`src/utf8d_pkg.sv`:
```
// Shared types and constants for the legacy six-byte UTF-8 stream decoder.
package utf8d_pkg;

    localparam int unsigned CP_W   = 31;
    localparam int unsigned BYTE_W = 8;
    localparam int unsigned CNT_W  = 3;

    typedef enum logic [1:0] {
        ST_DONE = 2'd0,
        ST_END  = 2'd1,
        ST_BAD  = 2'd2
    } t_status;

    typedef struct packed {
        logic [CNT_W-1:0] remaining;
        logic [CP_W-1:0]  partial;
        logic [CNT_W-1:0] consumed;
    } t_state;

    typedef struct packed {
        logic             valid;
        logic [CP_W-1:0]  code_point;
        t_status          status;
        logic [CNT_W-1:0] bytes_used;
    } t_result;

    localparam t_state STATE_IDLE = '{remaining: '0, partial: '0, consumed: '0};

endpackage

```
`src/utf8_stream_decoder_core.sv`:
```
// Top level of the legacy UTF-8 stream decoder: input register, decode step, result register.
//
// Input channel: one raw byte per transaction on i_in_byte (i_in_valid / o_in_ready).
// A zero byte marks end of string.
// Output channel: o_code_point, o_status, o_bytes_used (o_out_valid / i_out_ready).
// Status 0 is a complete character, 1 end of string, 2 an invalid sequence;
// code point is zero unless status is 0.
// A byte accepted into the input register is decoded into the result register as soon
// as that register is empty or its result is being taken.
// Throughput is one byte per cycle while the receiver does not stall: the decode step
// is a single pass of shift, mask and counter logic between the input register and
// the result register.
// Bytes inside a multi-byte sequence produce no result transaction.
// Reset clears both registers' valid flags and the decoder state (awaiting a lead byte).
// When the receiver stalls, the result register holds; the input register fills and
// o_in_ready then drops until the result is taken.
module utf8_stream_decoder_core (
    input  logic        i_clk,
    input  logic        i_rst_n,
    input  logic        i_in_valid,
    output logic        o_in_ready,
    input  logic [7:0]  i_in_byte,
    output logic        o_out_valid,
    input  logic        i_out_ready,
    output logic [30:0] o_code_point,
    output logic [1:0]  o_status,
    output logic [2:0]  o_bytes_used
);
    import utf8d_pkg::*;

    logic              r_in_valid;
    logic [BYTE_W-1:0] r_in_byte;
    t_state            r_state;
    t_state            n_state;
    t_result           n_result;
    logic              r_out_valid;
    logic [CP_W-1:0]   r_code_point;
    t_status           r_status;
    logic [CNT_W-1:0]  r_bytes_used;
    logic              consume;

    assign consume    = r_in_valid && (!r_out_valid || i_out_ready);
    assign o_in_ready = !r_in_valid || consume;

    utf8d_step u_step (
        .i_state  (r_state),
        .i_byte   (r_in_byte),
        .o_state  (n_state),
        .o_result (n_result)
    );

    always_ff @(posedge i_clk) begin
        if (!i_rst_n) begin
            r_in_valid  <= 1'b0;
            r_out_valid <= 1'b0;
            r_state     <= STATE_IDLE;
        end else begin
            if (o_in_ready) begin
                r_in_valid <= i_in_valid;
            end
            if (consume) begin
                r_state     <= n_state;
                r_out_valid <= n_result.valid;
            end else if (i_out_ready) begin
                r_out_valid <= 1'b0;
            end
        end
    end

    always_ff @(posedge i_clk) begin
        if (o_in_ready && i_in_valid) begin
            r_in_byte <= i_in_byte;
        end
        if (consume && n_result.valid) begin
            r_code_point <= n_result.code_point;
            r_status     <= n_result.status;
            r_bytes_used <= n_result.bytes_used;
        end
    end

    assign o_out_valid  = r_out_valid;
    assign o_code_point = r_code_point;
    assign o_status     = r_status;
    assign o_bytes_used = r_bytes_used;

    a_state_cleared_after_result: assert property (@(posedge i_clk) disable iff (!i_rst_n)
        consume && n_result.valid |=> r_state.remaining == '0 && r_state.consumed == '0
                                      && r_state.partial == '0)
        else $error("decoder state not cleared after a result");

    a_remaining_bound: assert property (@(posedge i_clk) disable iff (!i_rst_n)
        r_state.remaining <= CNT_W'(5))
        else $error("continuation count out of range");

    a_code_point_zero_on_fail: assert property (@(posedge i_clk) disable iff (!i_rst_n)
        o_out_valid && o_status != ST_DONE |-> o_code_point == '0)
        else $error("code point nonzero on non-character result");

    a_zero_count_only_end: assert property (@(posedge i_clk) disable iff (!i_rst_n)
        o_out_valid && o_bytes_used == '0 |-> o_status == ST_END)
        else $error("zero bytes used on a non-end result");

endmodule

```
`src/utf8d_step.sv`:
```
// Per-byte decode step: next decoder state and optional result for one byte.
module utf8d_step (
    input  utf8d_pkg::t_state  i_state,
    input  logic [7:0]         i_byte,
    output utf8d_pkg::t_state  o_state,
    output utf8d_pkg::t_result o_result
);
    import utf8d_pkg::*;

    logic [CNT_W-1:0] cnt_inc;
    logic [CNT_W-1:0] rem_dec;
    logic [CP_W-1:0]  shifted;

    assign cnt_inc = i_state.consumed + CNT_W'(1);
    assign rem_dec = i_state.remaining - CNT_W'(1);
    assign shifted = {i_state.partial[CP_W-7:0], i_byte[5:0]};

    always_comb begin
        o_state             = i_state;
        o_result.valid      = 1'b0;
        o_result.code_point = '0;
        o_result.status     = ST_DONE;
        o_result.bytes_used = '0;
        if (i_state.remaining == '0) begin
            unique case (i_byte) inside
                8'h00: begin
                    o_result.valid  = 1'b1;
                    o_result.status = ST_END;
                end
                [8'h01:8'h7F]: begin
                    o_result.valid      = 1'b1;
                    o_result.code_point = CP_W'(i_byte[6:0]);
                    o_result.bytes_used = CNT_W'(1);
                end
                8'b1111110?: o_state = '{CNT_W'(5), CP_W'(i_byte[0]),   CNT_W'(1)};
                8'b111110??: o_state = '{CNT_W'(4), CP_W'(i_byte[1:0]), CNT_W'(1)};
                8'b11110???: o_state = '{CNT_W'(3), CP_W'(i_byte[2:0]), CNT_W'(1)};
                8'b1110????: o_state = '{CNT_W'(2), CP_W'(i_byte[3:0]), CNT_W'(1)};
                8'b110?????: o_state = '{CNT_W'(1), CP_W'(i_byte[4:0]), CNT_W'(1)};
                default: begin
                    o_result.valid      = 1'b1;
                    o_result.status     = ST_BAD;
                    o_result.bytes_used = CNT_W'(1);
                end
            endcase
        end else if (i_byte == 8'h00) begin
            o_result.valid      = 1'b1;
            o_result.status     = ST_END;
            o_result.bytes_used = i_state.consumed;
        end else if (i_byte[7:6] != 2'b10) begin
            o_result.valid      = 1'b1;
            o_result.status     = ST_BAD;
            o_result.bytes_used = cnt_inc;
        end else if (rem_dec == '0) begin
            o_result.valid      = 1'b1;
            o_result.code_point = shifted;
            o_result.bytes_used = cnt_inc;
        end else begin
            o_state = '{rem_dec, shifted, cnt_inc};
        end
        if (o_result.valid) begin
            o_state = STATE_IDLE;
        end
    end

endmodule
```
`config.mk`:
```
export PLATFORM = sky130hd
export DESIGN_NAME = utf8_stream_decoder_core
export DESIGN_NICKNAME = d
export VERILOG_FILES = /design/src/utf8d_pkg.sv /design/src/utf8_stream_decoder_core.sv /design/src/utf8d_step.sv
export SDC_FILE = /design/constraint.sdc
export NUM_CORES = 1
export LEC_CHECK = 0
export ABC_AREA = 1
export CAP_MARGIN = 20
export CORE_AREA = 2 2 83 85
export CTS_BUF_LIST = sky130_fd_sc_hd__clkbuf_4
export CTS_CLUSTER_SIZE = 20
export DETAILED_ROUTE_END_ITERATION = 10
export DIE_AREA = 0 0 85 87
export DONT_BUFFER_PORTS = 1
export GPL_TIMING_DRIVEN = 0
export SLEW_MARGIN = 20
export SYNTH_ARGS = -nofsm -noshare
export SYNTH_HDL_FRONTEND = slang
export SYNTH_SLANG_ARGS = --single-unit
```
`constraint.sdc`:
```
create_clock -name i_clk -period 2.96 [get_ports i_clk]
set_input_delay 0.444 -clock i_clk [delete_from_list [all_inputs] [get_ports i_clk]]
set_output_delay 0.444 -clock i_clk [all_outputs]
set_load 0.05 [all_outputs]
```
Word level (Yosys, flattened, before mapping)
Cells that the tools add are included.
Word-level totals
  register bits: 77
  output and inout bits: 38
  word-level logic and storage cells: 61
Cells by class
  add/subtract/negate cells: 2
  $lt $le $gt $ge: 2
  equality and inequality tests: 10
  mux-type cells: 22
  reduce and logical (&&, ||, !) cells: 16
Operator list (count)
  2-to-1 mux 37 bit: 6
  case mux 37 bit (5 select lines): 1
  2-to-1 mux 31 bit: 2
  2-to-1 mux 32 bit: 1
  OR reduction 6 bit: 2
  inequality test 3 x 2 -> 1 bit, second input constant: 3
  greater-or-equal comparator 8 x 1 -> 1 bit, second input constant: 1
  less-or-equal comparator 8 x 7 -> 1 bit, second input constant: 1
  zero test 8 bit: 1
  equality test 7 bit, second input constant: 1
  2-to-1 mux 7 bit: 1
  inequality test 7 bit, second input constant: 1
  equality test 6 bit, second input constant: 1
  zero test 3 bit: 2
  2-to-1 mux 1 bit: 6
  2-to-1 mux 3 bit: 2
  equality test 5 bit, second input constant: 1
  2-to-1 mux 5 bit: 1
  AND reduction 5 bit: 1
  OR reduction 5 bit: 1
  equality test 4 bit, second input constant: 1
  logical AND 1 bit: 4
  case mux 2 bit (2 select lines): 1
  adder 3 x 1 -> 3 bit, second input constant: 1
  other kinds (7): 9

Logic depth before layout (Yosys ltp)
Gate-level depths: netlist (run 1).
  depth in word-level cells: 8
  depth in mapped cells: 11
  depth with buffers taken out: 11

Cells and area by module
From an unflattened synthesis (run 1), not the netlist that was laid out.
Unflattened totals
  cells, all modules: 536
  area total of the unflattened synthesis: 4292.9 µm²
Modules (own cells, without submodules)
  utf8_stream_decoder_core: instances 1, cells an instance 303, area an instance 3086.7 µm²
  utf8d_step: instances 1, cells an instance 233, area an instance 1206.2 µm²

Least setup slack after synthesis (run 1)
Ideal clock, no wire load.
  path kind: register to register
  from: register r_state[34] (netlist name)
  to: register r_bytes_used[0] (netlist: o_bytes_used[0]), enable pin
  library setup time: 0.391 ns
  data arrival time: 1.814 ns
  data required time: 2.569 ns
  setup slack: 0.755 ns
  cell stages (with the launch flop): 8
  clock period less this slack: 2.205 ns
  cell sequence: dfxtp_1 -> inv_1 -> ha_1 -> xnor2_1 -> nand2_1 -> nand3_1 -> nand3_2 -> inv_1
Between the ends
  word-level cells in the longest chain between the ends: 7
  elaborated cells between the ends (all ways): 8
Ends and longest elaborated chain
  start, declared: RTL line utf8_stream_decoder_core.sv:33  | t_state r_state;
  start signal, assigned: RTL line utf8_stream_decoder_core.sv:62  | r_state <= n_state;
  subtractor 3 x 1 -> 3 bit: RTL line utf8d_step.sv:15  | assign rem_dec = i_state.remaining - CNT_W'(1);
  zero test 3 bit: RTL line utf8d_step.sv:54  | end else if (rem_dec == '0) begin
  2-to-1 mux 32 bit: RTL line utf8d_step.sv:54
  2-to-1 mux 1 bit: RTL line utf8d_step.sv:50  | end else if (i_byte[7:6] != 2'b10) begin
  2-to-1 mux 1 bit: RTL line utf8d_step.sv:46  | end else if (i_byte == 8'h00) begin
  2-to-1 mux 37 bit *: RTL line utf8d_step.sv:24  | if (i_state.remaining == '0) begin
  logical AND 1 bit *: RTL line utf8_stream_decoder_core.sv:74  | if (consume && n_result.valid) begin
  end signal, assigned: RTL line utf8_stream_decoder_core.sv:77  | r_bytes_used <= n_result.bytes_used;
  end, declared: RTL line utf8_stream_decoder_core.sv:39  | logic [CNT_W-1:0] r_bytes_used;
Mark *: on every way between the ends. The rest lies on a longest branch, timed or not.
A chain may end at the register's enable or synchronous reset.

Worst setup path after layout (run 1)
  from: register r_state[34] (netlist name)
  to: register r_status[1] (netlist: o_status[1]), enable pin
Between the ends
  word-level cells in the longest chain between the ends: 7
  elaborated cells between the ends (all ways): 8
Ends and longest elaborated chain
  subtractor 3 x 1 -> 3 bit: RTL line utf8d_step.sv:15
  zero test 3 bit: RTL line utf8d_step.sv:54
  2-to-1 mux 32 bit: RTL line utf8d_step.sv:54
  2-to-1 mux 1 bit: RTL line utf8d_step.sv:50
  2-to-1 mux 1 bit: RTL line utf8d_step.sv:46
  2-to-1 mux 37 bit *: RTL line utf8d_step.sv:24
  logical AND 1 bit *: RTL line utf8_stream_decoder_core.sv:74
  end signal, assigned: RTL line utf8_stream_decoder_core.sv:76  | r_status <= n_result.status;
  end, declared: RTL line utf8_stream_decoder_core.sv:38  | t_status r_status;
Marks and branches as above.

==> results of run 1 <==
## path summary, 6_finish.rpt
kind | start | endpoint | slack (ps) | cells after the start
worst min-delay path | i_in_byte[0] | r_in_byte[0] | 120 | 0
worst max-delay path | r_state[34] | o_status[1] | 750 | 7
worst min register to register | r_state[5] | r_state[11] | 470 | 2
worst max register to register | r_state[34] | o_status[1] | 750 | 7
## critical path, delay by kind of cell (launching register included)
kind,cells,cell delay [ps]
buf+inv,2,660
fa+ha+maj,1,210
flops,1,370
xor+xnor,1,160
simple gates,3,420
## metal layers
| layer | GRT usage [%] | up-vias |
|---|---|---|
| li1 | - | 1071 |
| met1 | 23.5 | 939 |
| met2 | 23.4 | 54 |
| met3 | 5.21 | 4 |
| met4 | 6.93 | 0 |
| met5 | 0 | - |
## cell families (layout without fill, tap and decap cells)
group / count (synthesis) / count (layout) / synth area share [%]
mux: 1 / 1 / 0.320
xor+xnor: 3 / 3 / 0.839
buf+inv: 52 / 68 / 7.23
compound gates: 46 / 46 / 7.99
fa+ha+maj: 4 / 4 / 1.60
flops: 77 / 77 / 63.3
simple gates: 139 / 139 / 18.7
## flip-flops by register name, indices dropped and copies added, names as in the netlist
register / count
r_state: 31
r_in_byte: 8
o_out_valid: 1
o_code_point: 31
o_bytes_used: 3
r_in_valid: 1
o_status: 2
## power breakdown
part / internal [W] / total (W) / switching, W
clock: 0.000267 / 0.000630 / 0.000362
sequential: 0.00118 / 0.00130 / 0.000115
combinational: 0.0000412 / 0.000147 / 0.000106
## through the flow
| stage | setup WS [ps] | cells | utilization (%) | cell area [um^2] |
|---|---|---|---|---|
| 6_report | 748 | 418 | 51.3 | 3370 |
| 5_1_grt | 544 | 418 | 51.3 | 3370 |
| 4_1_cts | 720 | 418 | 51.3 | 3370 |
| 3_5_place_dp | 738 | 402 | 49.2 | 3230 |
| 3_3_place_gp | 282 | 402 | 49.2 | 3230 |
| 2_1_floorplan | 755 | 322 | - | 3130 |
## area by class of cell
class	count	area share, %
Buffer	11	2.15
Clock buffer	10	2.23
Clock inverter	6	1.93
Inverter	41	4.56
Multi-Input combinational cell	193	27.4
Sequential cell	77	58.8
Tap cell	80	2.97
## cell usage after synthesis
master	count
dfxtp_1	33
nand3_1	13
buf_2	1
a21oi_1	33
nor3_2	1
buf_4	2
o21ai_2	2
a21boi_0	1
inv_1	37
nor2_1	42
ha_1	4
o21ai_0	6
o32ai_1	1
edfxtp_1	44
nand2_1	69
nor3_1	4
xnor2_1	1
buf_6	3
nand4_1	2
a21boi_1	1
xor2_1	2
nand3_2	2
o211ai_1	1
nand2_2	3
inv_2	4
o22ai_1	1
mux2i_1	1
nor2_2	2
nor2_4	1
clkbuf_1	5
==> Implementation_results.wiki, run 1 <==
{| class="wikitable"
! Metric !! Value
|-
| Total wire length after detailed routing || 5.72 mm
|-
| Total vias in the final route || between 2k and 2.5k
|-
| Number of buffers created by CTS || 9
|-
| Reported max-cap violation count || 0
|-
| Highest routing layer actually used || met4
|-
| Fraction of layout cells with a size suffix above 1 || around 11%
|-
| Depth of the CTS H-tree || 3
|-
| Post-CTS clock slew at the launch and capture registers of the worst setup and hold paths || ~120 ps
|-
| Placed wire-length estimate after detailed placement || just under 4 mm
|-
| Share of the clock period used by the worst path || 74.7%
|-
| Setup repair after global routing missed its margin || no
|-
| Area of the core region || roughly 6600 um^2
|-
| Worst setup path category || register to register
|-
| Met3 Routed Length || roughly 270 um
|-
| Die Wd || 85 um
|-
| CTS hold repair buffers || 0
|-
| Total I/O pin count || 50
|-
| Final hold slack || roughly 120 ps
|-
| Post-CTS setup repair buffer count || 0
|-
| First-pass GRT wire length || roughly 9.3 mm
|-
| WL met1 || 2.92 mm
|-
| Data arrival time of the critical path || about 2300 ps
|-
| Number of setup violations in the final report || 0
|-
| Starting density of the core || between 40% and 50%
|-
| Total negative setup slack || 0 ps
|-
| Remaining antenna violation count after routing || 0
|-
| Static power due to leakage || 1.18 nW
|-
| Synthesized area || around 3100 um^2
|-
| Setup clock skew after layout || ~20 ps
|-
| Synthesized flop and latch total || between 70 and 80
|-
| Mean instance size in the synthesized netlist || around 9.7 um^2
|-
| Total track usage || roughly 17%
|-
| Total power divided by cell area || ~600 nW/um^2
|-
| Count of instances resized after the clock tree is built || 0
|-
| Minimum period implied by the final worst setup slack || about 2200 ps
|-
| Commonest cells after routing, fill and taps aside || nand2_1, edfxtp_1, nor2_1
|-
| Fillers || ~600
|-
| Die area || ~7400 um^2
|-
| Design Power || 0.00207 W
|-
| Area share of the largest cell type after synthesis || approximately 42%
|-
| List of cells traversed by the critical path || inv_1, ha_1, xnor2_1, nand2_1, nand3_1, nand3_2, inv_2
|-
| Crit-path slowest cell || inv_2
|-
| Storage cell area || 1980 um^2
|-
| Hold/Removal Path Class || primary input to register
|-
| CTS Root Cell || clkbuf_4
|-
| Gate count of the mapped netlist || around 320
|-
| Number of diodes added for antenna fixing || 0
|-
| Violation count after the first detailed-route iteration || 81
|-
| Count of synthesis-stage warnings from yosys || 0
|-
| Worst Setup End Kind || register
|-
| Detailed-routing iteration count for the pre-antenna-repair pass || 4
|-
| Biggest area consumer among synthesized cells || edfxtp_1
|-
| Cells taking the most area after synthesis || edfxtp_1, dfxtp_1, nand2_1
|-
| Per-cell routed wire length || between 10 and 15 um
|-
| Die extent in y || around 87 um
|-
| Worst Path Max Fanout || 36
|-
| Slowest stage delay, CP || ~580 ps
|-
| Most common cell after layout, fill and taps aside || nand2_1
|-
| Net count reported at finish || roughly 350
|-
| Clock tree buffer depth || 2
|-
| Cell row count || 30
|-
| Met2 routed wirelength || approximately 2.5 mm
|-
| Number of distinct library cells after synthesis || 30
|-
| Pin slew with the least headroom to its limit || approximately 740 ps
|-
| Multi-input combinational cell area || between 900 and 1000 um^2
|-
| TritonCTS clock tree || done
|-
| Seq/Total Area, Yosys || between 60% and 70%
|-
| Area growth, synth to finish || 7.67%
|-
| Antenna violations before repair || 0
|-
| Final max-slew violation count || 0
|-
| Detailed-route DRC error count || 0
|-
| Final hold vios || 0
|-
| Status || complete, no violations
|-
| Upper clock frequency limit || roughly 450 MHz
|-
| Sinks on Clock Net || a little under 80
|-
| Net Count, Synth || 338
|-
| Critical path data required time || approximately 3000 ps
|-
| Placer Congestion || approximately 0.84
|-
| Relative slew margins || between 50 and 60%
|-
| GR Overflow Total || 0
|-
| Later-pin clock latency in the skew report || approximately 420 ps
|-
| Critical Path Source Type || register
|-
| Via/cell ratio || roughly 4.9
|-
| Worst ir drop on vdd || ~0.00044 V
|-
| Via count of the first global-routing pass || between 1.5k and 2k
|-
| Count of buffers inserted at the top-level ports || 0
|-
| Maximum number of pins on one net before global-route repair || 37
|}
Power figures use the tool's default switching activity.
==> inputs of run 2 (changes only) <==
clock period = 2.23 ns   (was 2.96 ns; I/O delays follow)
==> run 2 against run 1 <==
Global-route usage rose by 0.28 points. Critical path depth fell by 6. Non-clock buffer count rose by 8. Via count rose by 1.4%. Largest power group unchanged.
==> Implementation_results.wiki, run 2 (synthesis gave the netlist of run 1 again) <==
{| class="wikitable"
! Metric !! Value
|-
| Clock tree buffer depth || 2 (unchanged)
|-
| Later-pin clock latency in the skew report || 420 ps (about the same)
|-
| TritonCTS clock tree || done
|-
| Per-cell routed wire length || 13.7 um (-0.23%)
|-
| Upper clock frequency limit || 496 MHz
|-
| Violation count after the first detailed-route iteration || 115 (+42%)
|-
| Fillers || 609 (-0.98%)
|-
| Total vias in the final route || 2096 (+1.4%)
|-
| Detailed-routing iteration count for the pre-antenna-repair pass || 4 (unchanged)
|-
| Post-CTS clock slew at the launch and capture registers of the worst setup and hold paths || 120 ps (about the same)
|-
| Global Route met3 Usage || 4.93% (-0.28 points)
|-
| Pin slew with the least headroom to its limit || 589 ps (-151 ps)
|-
| Count of buffers inserted at the top-level ports || 0 (unchanged)
|-
| List of cells traversed by the critical path || nand3_1
|-
| GR Overflow Total || 0 (unchanged)
|-
| Area growth, synth to finish || 10.3%
|-
| Total wire length after detailed routing || 5.82 mm (+1.7%)
|-
| Most common cell after layout, fill and taps aside || nand2_1
|-
| Critical Path Source Type || register
|-
| Number of placed instances with taps included || 402 (unchanged)
|-
| Die Wd || 85 um (unchanged)
|-
| Critical path data required time || 1900 ps (-1100 ps)
|-
| Non-Filler Cell Area, Final || 3450 um^2 (+2.4%)
|-
| Worst setup path category || register to output port
|-
| Final max-slew violation count || 0 (unchanged)
|-
| Die extent in y || 87 um (unchanged)
|-
| Share of the clock period used by the worst path || between 90% and 100%
|-
| Area of the core region || 6570 um^2 (unchanged)
|-
| Worst Setup End Kind || output port
|-
| Kind of cell adding the most delay to the critical path || flip-flops
|-
| Minimum period implied by the final worst setup slack || approximately 2000 ps
|-
| Relative slew margins || 60.6% (+10 points)
|-
| Commonest cells after routing, fill and taps aside || nand2_1, edfxtp_1, nor2_1
|-
| Die area || 7400 um^2 (unchanged)
|-
| Static power due to leakage || 1.21 nW (+2.8%)
|-
| Detailed-route DRC error count || 0 (unchanged)
|-
| Sinks on Clock Net || 77 (unchanged)
|-
| Met1 usage in global routing || 23.8% (+0.31 points)
|-
| First-pass GRT wire length || 9.47 mm (+2.0%)
|-
| Worst Path Max Fanout || 3 (-92%)
|-
| Non-filler cells in the finished layout || 426 (+1.9%)
|-
| Via count of the first global-routing pass || 1922 (+2.1%)
|-
| Crit-path slowest cell || dfxtp_1
|-
| Total I/O pin count || 50 (unchanged)
|-
| Reported max-cap violation count || 0 (unchanged)
|-
| Final hold vios || 0 (unchanged)
|-
| Starting density of the core || 47.7% (unchanged)
|-
| Setup clock skew after layout || 17.3 ps (-2.34 ps)
|-
| Standard cell area after detailed placement || 3230 um^2 (unchanged)
|-
| Total track usage || 16.8% (+0.28 points)
|-
| Busiest layer in global routing || met2
|-
| Maximum number of pins on one net before global-route repair || 37 (unchanged)
|-
| Antenna violations before repair || 0 (unchanged)
|-
| Post-CTS setup repair buffer count || 0 (unchanged)
|-
| Bufs and invs on worst path || 0 (-2)
|-
| Share of the core filled with cells in the final layout || 52.6% (+1.3 points)
|-
| Data arrival time of the critical path || 1680 ps (-580 ps)
|-
| Placer Congestion || 0.842 (unchanged)
|-
| Fraction of layout cells with a size suffix above 1 || 11.0% (-0.26 points)
|-
| Placed wire-length estimate after detailed placement || 3.97 mm (unchanged)
|-
| Remaining antenna violation count after routing || 0 (unchanged)
|-
| Setup repair after global routing missed its margin || no
|-
| Status || complete, no violations
|-
| Via/cell ratio || 4.92 (-0.55%)
|-
| Number of setup violations in the final report || 0 (unchanged)
|-
| Slowest stage delay, CP || 680 ps (+100 ps)
|-
| Total power divided by cell area || 800 nW/um^2 (+30%)
|-
| Met2 track utilization from global routing || 24.3% (+0.85 points)
|-
| Number of diodes added for antenna fixing || 0 (unchanged)
|-
| Net count reported at finish || 357 (+2.3%)
|-
| Number of buffers created by CTS || 9 (unchanged)
|-
| Worst ir drop on vdd || 0.000582 V (+33%)
|-
| Hold/Removal Path Class || primary input to register
|-
| CTS Root Cell || clkbuf_4
|-
| Cell row count || 30 (unchanged)
|-
| Depth of the CTS H-tree || 3 (unchanged)
|}
[run 2: report_power, final]
part	switching, W	internal, W
logic	0.000144	0.0000643
clock network	0.000482	0.000355
registers	0.000152	0.00157
total	0.000778	0.00199
[run 2: worst paths after layout]
kind / cells after the start / from / to / slack, ps
setup / recovery: 1 / o_out_valid / o_in_ready / 210
hold / removal: 2 / i_rst_n / r_state[5] / 50
setup reg to reg: 7 / r_state[34] / o_status[1] / 230
hold reg to reg: 2 / r_state[6] / r_state[12] / 460
[run 2: metrics by stage]
stage / hold WS, ps / setup WS (ps) / setup TNS, ps / power, W
after global routing: 29.6 / 30.6 / 0 / 0.00288
after detailed placement: 433 / 8.48 / 0 / 0.00195
after floorplan: 433 / 25.1 / 0 / 0.00190
after global placement: 433 / -448 / -16020 / 0.00195
final: 49.0 / 214 / 0 / 0.00276
after CTS: 27.9 / 198 / 0 / 0.00279
[run 2: metal layers]
layer / up-vias / wire length (um)
li1: 1087 / -
met1: 959 / 3020
met2: 46 / 2490
met3: 4 / 231
met4: 0 / 70
met5: - / 0
[run 2: layout make-up]
| cell class | count | area (um^2) | area share [%] |
|---|---|---|---|
| multi-input combinational | 193 | 923 | 26.7 |
| sequential | 77 | 1980 | 57.4 |
| clock buffer | 10 | 75.1 | 2.17 |
| tap | 80 | 100 | 2.90 |
| timing repair buffer | 8 | 80.1 | 2.32 |
| inverter | 41 | 156 | 4.53 |
| buffer | 11 | 72.6 | 2.10 |
| clock inverter | 6 | 65.1 | 1.88 |
[run 2: timing repair]
action	CTS	global route
resized for setup	1	0
endpoints found under the setup margin	20	0
endpoints found under the hold margin	8	0
hold buffers	8	0
==> inputs of run 3 (changes only) <==
RECOVER_POWER = 100   (was unset)
==> run 3 against run 2 <==
Cell area fell by 0.69%. Worst setup slack got worse by 33 ps. Register-to-register slack got worse by 50 ps. Largest power group unchanged.
==> Implementation_results.wiki, run 3 (synthesis gave the netlist of run 1 again) <==
{| class="wikitable"
! Metric !! Value
|-
| Post-CTS clock slew at the launch and capture registers of the worst setup and hold paths || 120 ps (about the same)
|-
| Placed wire-length estimate after detailed placement || 3.97 mm (unchanged)
|-
| Pin slew with the least headroom to its limit || 605 ps (+15.4 ps)
|-
| Per-cell routed wire length || 13.7 um (+0.31%)
|-
| Status || complete, no violations
|-
| Critical path data required time || 2410 ps (+510 ps)
|-
| Starting density of the core || 47.7% (unchanged)
|-
| Total wire length after detailed routing || 5.84 mm (+0.31%)
|-
| Comb power frac || 7.4% (about the same)
|-
| Share of the core filled with cells in the final layout || 52.2% (-0.36 points)
|-
| Minimum period implied by the final worst setup slack || 2050 ps (+32.9 ps)
|-
| Worst ir drop on vdd || 0.000581 V (about the same)
|-
| Remaining antenna violation count after routing || 0 (unchanged)
|-
| First-pass GRT wire length || 9.47 mm (unchanged)
|-
| Post-CTS setup repair buffer count || 0 (unchanged)
|-
| Antenna violations before repair || 0 (unchanged)
|-
| Number of cells on the worst reg-to-reg path || 7 (unchanged)
|-
| Worst Setup End Kind || register
|-
| Relative slew margins || 59.5% (-1.1 points)
|-
| Detailed-routing iteration count for the pre-antenna-repair pass || 4 (unchanged)
|-
| Startpoint of the worst register-to-register path || r_in_byte[5]
|-
| Count of buffers inserted at the top-level ports || 0 (unchanged)
|-
| Worst setup path category || register to register
|-
| Depth of the CTS H-tree || 3 (unchanged)
|-
| Maximum number of pins on one net before global-route repair || 37 (unchanged)
|-
| Worst Path Max Fanout || 10 (+7)
|-
| Setup repair after global routing missed its margin || no
|-
| Commonest cells after routing, fill and taps aside || nand2_1, edfxtp_1, nor2_1
|-
| CTS Root Cell || clkbuf_4
|-
| Fraction of layout cells with a size suffix above 1 || 9.25% (-1.7 points)
|-
| Reg2Reg Setup Slack || 180 ps (-50 ps)
|-
| Endpoint of the worst hold path || r_state[7]
|-
| TritonCTS clock tree || done
|-
| Number of buffers created by CTS || 9 (unchanged)
|-
| Total I/O pin count || 50 (unchanged)
|-
| Upper clock frequency limit || 488 MHz (-1.6%)
|-
| Later-pin clock latency in the skew report || 420 ps (about the same)
|-
| Clock tree buffer depth || 2 (unchanged)
|-
| Number of setup violations in the final report || 0 (unchanged)
|-
| Total vias in the final route || 2110 (+0.67%)
|-
| Worst reg2reg endpoint || o_code_point[29]
|-
| Detailed-route DRC error count || 0 (unchanged)
|-
| Area of the core region || 6570 um^2 (unchanged)
|-
| Critical Path Source Type || register
|-
| Sequential share of power || 62.3% (about the same)
|-
| Net count reported at finish || 357 (unchanged)
|-
| Placer Congestion || 0.842 (unchanged)
|-
| Sinks on Clock Net || 77 (unchanged)
|-
| Final hold vios || 0 (unchanged)
|-
| Design Power || 0.00276 W (about the same)
|-
| Net Sw Frac || 28.1% (about the same)
|-
| Share of the clock period used by the worst path || 91.9% (+1.5 points)
|-
| Hold/Removal Path Class || primary input to register
|-
| Worst hold path startpoint || i_rst_n
|-
| Most common cell after layout, fill and taps aside || nand2_1
|-
| Violation count after the first detailed-route iteration || 110 (-4.3%)
|-
| Clk network pwr share || 30.3% (about the same)
|-
| Via/cell ratio || 4.95 (+0.67%)
|-
| Data arrival time of the critical path || 2230 ps (+550 ps)
|-
| Die extent in y || 87 um (unchanged)
|-
| Total power divided by cell area || 805 nW/um^2 (+0.59%)
|-
| Reported max-cap violation count || 0 (unchanged)
|-
| Cell row count || 30 (unchanged)
|-
| Die area || 7400 um^2 (unchanged)
|-
| Number of stages on the worst hold path || 2 (unchanged)
|-
| Final max-slew violation count || 0 (unchanged)
|-
| Internal power || 0.00199 W (about the same)
|-
| Switching power of the nets || 0.000777 W (-0.18%)
|-
| Number of diodes added for antenna fixing || 0 (unchanged)
|-
| Via count of the first global-routing pass || 1922 (unchanged)
|-
| Die Wd || 85 um (unchanged)
|-
| Total track usage || 16.8% (unchanged)
|-
| Setup clock skew after layout || 18.4 ps (+1.11 ps)
|-
| GR Overflow Total || 0 (unchanged)
|-
| Static power due to leakage || 1.21 nW (-0.32%)
|-
| Area growth, synth to finish || 9.55%
|}
run 3: cell counts in the layout (fill, tap and decap cells not counted):
Identical to the previous run, type by type.
run 3: worst max-delay path: stages (launching register included):
cell and delay, ps:
edfxtp_1 410, inv_1 210, nand3_1 170, nor2_1 500, nor3_2 70, nand2_1 190, buf_4 220, nor2_1 60
run 3: metal layers:
| metal | part of all wire, % | vias up | track usage [%] |
|---|---|---|---|
| met1 | 52 | 970 | 23.8 |
| met5 | 0 | - | 0 |
| met3 | 3.9 | 4 | 4.93 |
| met2 | 43 | 48 | 24.3 |
| met4 | 1.2 | 0 | 6.93 |
| li1 | - | 1088 | - |
run 3: power by group through the flow:
stage | sequential (W) | clock [W] | combinational (W)
after CTS | 0.00172 | 0.000860 | 0.000210
after global routing | 0.00173 | 0.000914 | 0.000234
after floorplan | 0.00174 | 0 | 0.000152
after global placement | 0.00175 | 0 | 0.000196
after detailed placement | 0.00175 | 0 | 0.000197
final | 0.00172 | 0.000838 | 0.000204
run 3: how the worst max path moves through the flow:
stage,start,cells past startpoint,end,slack [ps]
finish,r_in_byte[5],7,o_code_point[29],180
global placement,r_state[34],7,o_code_point[8],-450
floorplan,r_state[34],7,o_bytes_used[0],30
CTS,o_out_valid,1,o_in_ready,200
global route,r_in_byte[5],7,o_code_point[29],20
detailed placement,r_state[34],7,o_code_point[11],8
run 3: timing repair:
action / CTS / global route
endpoints found under the setup margin: 20 / 0
gates resized for setup: 1 / 0
hold buffers: 8 / 0
endpoints found under the hold margin: 8 / 0
run 3: stage by stage:
step | TNS [ps] | instance area, um^2 | hold slack, ps | std cells | setup slack [ps]
2_1_floorplan | 0 | 3130 | 433 | 322 | 25.1
3_3_place_gp | -16020 | 3230 | 433 | 402 | -448
3_5_place_dp | 0 | 3230 | 433 | 402 | 8.48
4_1_cts | 0 | 3450 | 27.9 | 426 | 198
5_1_grt | 0 | 3430 | 29.6 | 426 | 17.5
6_report | 0 | 3430 | 53.2 | 426 | 181
run 3: cell type report:
class	instances	area, um^2
buffer	11	72.6
clock buffer	10	75.1
clock inverter	6	65.1
fill	611	3140
inverter	41	156
multi-input combinational	193	900
sequential	77	1980
tap	80	100
timing repair buffer	8	80.1
